`src/rtl/core/ubx_position_frame_parser_macros.svh`:
```
// Assertion helpers for the frame parser.
`ifndef UBX_POSITION_FRAME_PARSER_MACROS_SVH
`define UBX_POSITION_FRAME_PARSER_MACROS_SVH

`ifndef NO_ASSERTIONS
`define UBX_ASSERT_CLK(lbl, clk, rstn, prop, msg) \
    lbl: assert property (@(posedge clk) disable iff (!rstn) prop) else $error(msg);
`define UBX_ASSERT(lbl, prop, msg) `UBX_ASSERT_CLK(lbl, i_clk, i_rst_n, prop, msg)
`else
`define UBX_ASSERT_CLK(lbl, clk, rstn, prop, msg)
`define UBX_ASSERT(lbl, prop, msg)
`endif

`endif

```
`src/rtl/core/ubx_pfp_pkg.sv`:
```
`default_nettype none

package ubx_pfp_pkg;

    localparam int MAX_PAYLOAD = 120;
    localparam int LEN_W       = $clog2(MAX_PAYLOAD + 1);

    localparam logic [7:0] SYNC_FIRST  = 8'hB5;
    localparam logic [7:0] SYNC_SECOND = 8'h62;
    localparam logic [7:0] NAV_CLASS   = 8'h01;
    localparam logic [7:0] PVT_ID      = 8'h07;

    localparam int LAT_OFFSET = 28;
    localparam int LON_OFFSET = 24;

    localparam int IN_W  = 8;
    localparam int OUT_W = 29;
    localparam int OUT_TDATA_W = ((2 * OUT_W + 7) / 8) * 8;

    // floor(x / 10) == (x * RECIP_10) >> RECIP_SHIFT for any 32-bit unsigned x
    localparam logic [31:0] RECIP_10    = 32'hCCCC_CCCD;
    localparam int          RECIP_SHIFT = 35;

endpackage

`default_nettype wire

```
`src/rtl/core/ubx_position_frame_parser.sv`:
```
// Parses a byte stream of binary navigation frames (sync 0xB5 0x62, class, id,
// little-endian length, payload, two unchecked checksum bytes) and, after each
// frame of class 0x01 id 0x07, emits one beat carrying the latitude word
// (payload bytes 28..31) and longitude word (bytes 24..27), each signed and
// divided by ten with truncation toward zero. Frames longer than MAX_PAYLOAD
// are dropped at the length field. One byte is taken per cycle while the input
// is not stalled; the result beat passes through a capture stage (sign and
// magnitude) and a reciprocal-multiply stage that feeds the output register.
// Back-pressure on the output stalls the input only when both stages hold
// results.
`default_nettype none

`include "ubx_position_frame_parser_macros.svh"

module ubx_position_frame_parser (
    input  wire logic                                i_clk,
    input  wire logic                                i_rst_n,
    input  wire logic                                i_s_tvalid,
    output logic                                     o_s_tready,
    input  wire logic [ubx_pfp_pkg::IN_W-1:0]        i_s_tdata,   // [7:0] rx_byte
    output logic                                     o_m_tvalid,
    input  wire logic                                i_m_tready,
    output logic [ubx_pfp_pkg::OUT_TDATA_W-1:0]      o_m_tdata    // [28:0] latitude_value,
                                                                  // [57:29] longitude_value
);

    localparam int LW = ubx_pfp_pkg::LEN_W;
    localparam int OW = ubx_pfp_pkg::OUT_W;

    typedef enum logic [3:0] {
        ST_HUNT  = 4'd0,
        ST_SYNC2 = 4'd1,
        ST_CLASS = 4'd2,
        ST_ID    = 4'd3,
        ST_LENLO = 4'd4,
        ST_LENHI = 4'd5,
        ST_PAYLD = 4'd6,
        ST_CK1   = 4'd7,
        ST_CK2   = 4'd8
    } t_phase;

    t_phase         r_phase, n_phase;
    logic [7:0]     r_class, n_class;
    logic [7:0]     r_id, n_id;
    logic [7:0]     r_len_lo, n_len_lo;
    logic [LW-1:0]  r_len, n_len;
    logic [LW-1:0]  r_index, n_index;
    logic [31:0]    r_lat, n_lat;
    logic [31:0]    r_lon, n_lon;

    logic           r_s1_valid;
    logic [31:0]    r_s1_lat_abs, r_s1_lon_abs;
    logic           r_s1_lat_neg, r_s1_lon_neg;

    logic           r_out_valid;
    logic [OW-1:0]  r_out_lat, r_out_lon;

    logic           out_ready, s1_ready, s_fire, emit;
    logic [15:0]    full_len;
    logic [LW:0]    idx_inc;
    logic [63:0]    lat_prod, lon_prod;
    logic [OW-1:0]  lat_q, lon_q, lat_res, lon_res;

    assign out_ready  = !r_out_valid || i_m_tready;
    assign s1_ready   = !r_s1_valid || out_ready;
    assign o_s_tready = s1_ready;
    assign s_fire     = i_s_tvalid && s1_ready;

    assign full_len = {i_s_tdata, r_len_lo};
    assign idx_inc  = {1'b0, r_index} + (LW+1)'(1);

    always_comb begin
        n_phase  = r_phase;
        n_class  = r_class;
        n_id     = r_id;
        n_len_lo = r_len_lo;
        n_len    = r_len;
        n_index  = r_index;
        n_lat    = r_lat;
        n_lon    = r_lon;
        emit     = 1'b0;
        unique case (r_phase)
            ST_SYNC2: n_phase = (i_s_tdata == ubx_pfp_pkg::SYNC_SECOND) ? ST_CLASS : ST_HUNT;
            ST_CLASS: begin
                n_class = i_s_tdata;
                n_phase = ST_ID;
            end
            ST_ID: begin
                n_id    = i_s_tdata;
                n_phase = ST_LENLO;
            end
            ST_LENLO: begin
                n_len_lo = i_s_tdata;
                n_phase  = ST_LENHI;
            end
            ST_LENHI: begin
                n_len   = LW'(full_len);
                n_index = '0;
                if (full_len > 16'(ubx_pfp_pkg::MAX_PAYLOAD)) begin
                    n_phase = ST_HUNT;
                end else if (full_len == 16'd0) begin
                    n_phase = ST_CK1;
                end else begin
                    n_phase = ST_PAYLD;
                end
            end
            ST_PAYLD: begin
                // offsets are word aligned, so the low index bits pick the byte lane
                if (r_index >= LW'(ubx_pfp_pkg::LAT_OFFSET) &&
                    r_index <  LW'(ubx_pfp_pkg::LAT_OFFSET + 4)) begin
                    n_lat[8*r_index[1:0] +: 8] = i_s_tdata;
                end else if (r_index >= LW'(ubx_pfp_pkg::LON_OFFSET) &&
                             r_index <  LW'(ubx_pfp_pkg::LON_OFFSET + 4)) begin
                    n_lon[8*r_index[1:0] +: 8] = i_s_tdata;
                end
                n_index = LW'(idx_inc);
                if (idx_inc >= {1'b0, r_len}) begin
                    n_phase = ST_CK1;
                end
            end
            ST_CK1: n_phase = ST_CK2;
            ST_CK2: begin
                emit    = (r_class == ubx_pfp_pkg::NAV_CLASS) && (r_id == ubx_pfp_pkg::PVT_ID);
                n_phase = ST_HUNT;
            end
            default: n_phase = (i_s_tdata == ubx_pfp_pkg::SYNC_FIRST) ? ST_SYNC2 : ST_HUNT;
        endcase
    end

    assign lat_prod = 64'(r_s1_lat_abs) * 64'(ubx_pfp_pkg::RECIP_10);
    assign lon_prod = 64'(r_s1_lon_abs) * 64'(ubx_pfp_pkg::RECIP_10);
    assign lat_q    = lat_prod[ubx_pfp_pkg::RECIP_SHIFT +: OW];
    assign lon_q    = lon_prod[ubx_pfp_pkg::RECIP_SHIFT +: OW];
    assign lat_res  = r_s1_lat_neg ? (~lat_q + OW'(1)) : lat_q;
    assign lon_res  = r_s1_lon_neg ? (~lon_q + OW'(1)) : lon_q;

    always_ff @(posedge i_clk) begin
        if (!i_rst_n) begin
            r_phase     <= ST_HUNT;
            r_class     <= '0;
            r_id        <= '0;
            r_len_lo    <= '0;
            r_len       <= '0;
            r_index     <= '0;
            r_lat       <= '0;
            r_lon       <= '0;
            r_s1_valid  <= 1'b0;
            r_out_valid <= 1'b0;
        end else begin
            if (s_fire) begin
                r_phase  <= n_phase;
                r_class  <= n_class;
                r_id     <= n_id;
                r_len_lo <= n_len_lo;
                r_len    <= n_len;
                r_index  <= n_index;
                r_lat    <= n_lat;
                r_lon    <= n_lon;
            end
            if (s1_ready) begin
                r_s1_valid <= s_fire && emit;
            end
            if (out_ready) begin
                r_out_valid <= r_s1_valid;
            end
        end
        if (s1_ready && s_fire && emit) begin
            r_s1_lat_neg <= r_lat[31];
            r_s1_lon_neg <= r_lon[31];
            r_s1_lat_abs <= r_lat[31] ? (~r_lat + 32'd1) : r_lat;
            r_s1_lon_abs <= r_lon[31] ? (~r_lon + 32'd1) : r_lon;
        end
        if (out_ready && r_s1_valid) begin
            r_out_lat <= lat_res;
            r_out_lon <= lon_res;
        end
    end

    assign o_m_tvalid = r_out_valid;
    assign o_m_tdata  = {(ubx_pfp_pkg::OUT_TDATA_W - 2*OW)'(0), r_out_lon, r_out_lat};

    `UBX_ASSERT(a_payload_bounds,
        (r_phase == ST_PAYLD) |->
            (r_index < r_len && r_len <= LW'(ubx_pfp_pkg::MAX_PAYLOAD)),
        "payload index or length out of range")
    `UBX_ASSERT(a_s1_holds, (r_s1_valid && !out_ready) |=> r_s1_valid,
        "capture stage lost a result under stall")
    `UBX_ASSERT(a_s1_source, $rose(r_s1_valid) |-> $past(s_fire && r_phase == ST_CK2),
        "result captured outside frame end")

endmodule

`default_nettype wire
```
`config.mk`:
```
export PLATFORM = sky130hd
export DESIGN_NAME = ubx_position_frame_parser
export DESIGN_NICKNAME = d
export VERILOG_FILES = /design/src/rtl/core/ubx_pfp_pkg.sv /design/src/rtl/core/ubx_position_frame_parser.sv
export VERILOG_INCLUDE_DIRS = /design/src /design/src/rtl/core
export SDC_FILE = /design/constraint.sdc
export NUM_CORES = 2
export LEC_CHECK = 0
export CAP_MARGIN = 5
export CELL_PAD_IN_SITES_DETAIL_PLACEMENT = 1
export CELL_PAD_IN_SITES_GLOBAL_PLACEMENT = 2
export CORE_UTILIZATION = 48
export DETAILED_ROUTE_END_ITERATION = 10
export DONT_BUFFER_PORTS = 1
export GPL_TIMING_DRIVEN = 0
export PLACE_DENSITY = 0.95
export SYNTH_ARGS = -nofsm -noshare
export SYNTH_HDL_FRONTEND = slang
export SYNTH_SLANG_ARGS = --single-unit
```
`constraint.sdc`:
```
create_clock -name i_clk -period 14.55 [get_ports i_clk]
set_input_delay 2.91 -clock i_clk [delete_from_list [all_inputs] [get_ports i_clk]]
set_output_delay 2.91 -clock i_clk [all_outputs]
set_load 0.02 [all_outputs]
```
==> results by group <==
Outcome
  – Outcome: completed

Pwr
  – Pwr dens: 29.97 mW/mm^2
  – Power consumption: 1.431 mW
  – Leakage power figure: 23.52 nW
  – IR Drop Worst-Case VDD: 99.68 uV

STA
  – FMAX: 97.43 MHz
  – # setup viols final: 0
  – Slew HR: 19.92%
  – Sum Neg Setup Slack: 0 ns
  – Worst-Margin Slew: 1.190 ns
  – Final Slew Violations: 0
  – Post-layout min period: 10.26 ns
  – Final hold violations: 0
  – Worst Clk Skew: 0.05291 ns
  – Final period util: 70.54%
  – RSZ-0062 raised after global routing: false
  – Final worst slack: 4.286 ns

Synth
  – Ys async rst share: 0%
  – Ys flop type: edfxtp_1
  – Proportion of synthesized chip area in sequential cells: 13.05%
  – Leading post-synthesis cells by cell area: fa_1, ha_1, inv_1
  – Yosys top cell area share: 34.62%
  – Number of synthesized flops with an enable pin: 124
  – Dominant cell type by area after synthesis: fa_1
  – Mapped Cells: 4628
  – YS warnings: 0
  – Cell variety after synth: 84
  – Synth Register Bits: 232
  – Post-Syn Area per Cell: 9.745 um^2
  – Post-synthesis cell area: 0.04510 mm^2

Routing
  – DRC viols: 0
  – DRT Pass-1 Iters: 5
  – DRT Wirelength: 145900 um
  – Iter 0 DRT Violations: 2228
  – Routed WL per cell: 24.53 um
  – Vias/cell: 5.635
  – Routed Antenna Nets: 0
  – Vias: 33520

Critical path
  – Startpoint Class: flip-flop
  – Crit Path Max Fanout: 9
  – Data required, critical path: 14.97 ns
  – Crit end category: flip-flop
  – Crit path DAT: 10.68 ns
  – CP Class: reg2reg

Floorplanning
  – Die X: 308.5 um
  – Chip height: 308.5 um
  – Die footprint: 0.09519 mm^2
  – Site row count: 112
  – Starting density of the core: 48.40%
  – IO Pins: 78
  – CORE AREA: 0.09319 mm^2

Job
  – Max_cap viols: 0

Global routing
  – Largest net degree at the start of global routing: 33
  – GRT Total Usage: 31.39%
  – Met3 Resource Use GR: 7.964%
  – Busiest grt layer: met2
  – M1 GR Usage: 42.33%
  – Vias in the first global route: 36950
  – GR Util met2: 49.69%
  – Remaining global-route overflow: 0
  – Antenna violations before repair: 6
  – First-pass GRT wire length: 222700 um

Placement
  – Placement Setup Slack: 4.532 ns
  – Dpl hpwl: 128700 um
  – Gpl congestion: 0.9904
  – Port bufs: 0

Finish
  – Most common cell after layout, fill and taps aside: inv_1
  – Commonest cells after routing, fill and taps aside: inv_1, fa_1, ha_1
  – Total Nets Final: 6165
  – Share of cells above drive strength 1: 2.153%
  – Synth-to-layout area growth: 5.848%

Clock tree
  – Post-CTS Hold Buffers: 0
  – Skew-Pair Late Insertion Delay: 0.64 ns
  – Clock slew at reported path FFs: 0.06 ns
  – Post-CTS Setup Inserts: 0
  – Root Buffer: clkbuf_16
  – Post-CTS sizing: 0
  – Clock Path Buffers: 3
  – CTS tree: yes
  – H-tree levels: 1
  – CTS Buf Count: 28
  – Clk sinks: 232

Worst hold path
  – Min-Delay Path Class: reg2reg
[state kept, by name (all words and copies together) (netlist names)]
signal and flops:
o_m_tvalid 1, r_class 8, r_s1_valid 1, r_len_lo 8, r_id 8, r_s1_lat_neg 1
r_s1_lon_abs 32, r_out_lon 29, r_lon 32, r_len 7, r_phase 4, r_s1_lon_neg 1
r_out_lat 29, r_s1_lat_abs 32, r_index 7, r_lat 32
[cells by family after synthesis]
kind of cell | share of synthesized area (%)
DFF | 13.05
adders and majority gates | 54.15
and+or+nand+nor | 8.656
muxes | 0.8212
other | 0.008315
buffers and inverters | 9.910
xor gates and xnor gates | 4.913
AOI/OAI and AO/OA | 8.487
[critical path, stage by stage (launching register included)]
cell      delay (ns)
edfxtp_1        0.62
ha_1            0.43
clkbuf_1        0.48
xor2_1          0.62
xnor2_1         0.19
fa_1            0.54
fa_1            0.57
fa_1            0.55
fa_1            0.52
fa_1            0.49
ha_1            0.32
ha_1            0.28
clkbuf_1        0.40
nand3_1         0.17
nor3_1          0.30
nand3_1         0.26
nor4_1          1.03
or3_1           0.27
xor2_1          0.15
nor2_1          0.18
nor4bb_1        0.79
nand4_1         0.35
o31ai_1         0.32
xor2_1          0.25
[metal layers]
layer,vias up,routed length [um]
li1,14950,-
met1,17160,63400
met2,1121,65730
met3,282,12050
met4,6,4671
met5,-,40
[synth_stat cells (all sizes together) (22+ instances only)]
library cell and number:
a21o 49, a21oi 229, and2 31, clkbuf 76
dfxtp 108, edfxtp 124, fa 780, ha 704
inv 1098, mux2i 37, nand2 247, nand3 40
nand4 48, nor2 256, nor3 43, nor4 24
o211ai 22, o21ai 148, o31ai 40, or3 28
xnor2 156, xor2 97
[layout make-up]
type | instances | area (um^2)
timing repair buffer | 6 | 76.32
antenna | 3 | 7.507
clock buffer | 37 | 764.5
buffer | 86 | 347.8
inverter | 1098 | 4121
multi-input combinational | 3217 | 34780
clock inverter | 15 | 188.9
fill | 10560 | 45450
tap | 1254 | 1569
sequential | 232 | 5886
[report_power, final]
part	leakage, nW	internal (mW)	switching [mW]
logic	21.1	0.00306	0.0138
registers	2.00	0.683	0.0000156
clock network	0.456	0.424	0.307
total	23.5	1.11	0.321
[path summary, 6_finish.rpt]
kind / from / to / slack (ns) / cells past startpoint
hold / removal: r_class[4]$_SDFFE_PN0P_ / r_class[4]$_SDFFE_PN0P_ / 0.50 / 2
hold reg to reg: r_class[4]$_SDFFE_PN0P_ / r_class[4]$_SDFFE_PN0P_ / 0.50 / 2
setup reg to reg: r_s1_lon_abs[6]$_DFFE_PP_ / r_out_lon[24]$_DFFE_PP_ / 4.29 / 23
setup / recovery: r_s1_lon_abs[6]$_DFFE_PP_ / r_out_lon[24]$_DFFE_PP_ / 4.29 / 23
[stage by stage]
stage               hold WS, ns  std cells  utilization (%)  cell area (um^2)
CTS                      0.5017       5945            51.22             47730
global route             0.5337       5945            51.22             47730
floorplan                0.4525       4633                -             45120
detailed placement       0.4868       5893            50.19             46780
global placement         0.4761       5887            50.10             46690
finish                   0.4985       5948            51.23             47740
Note: power is estimated with default switching activity, not from simulation.
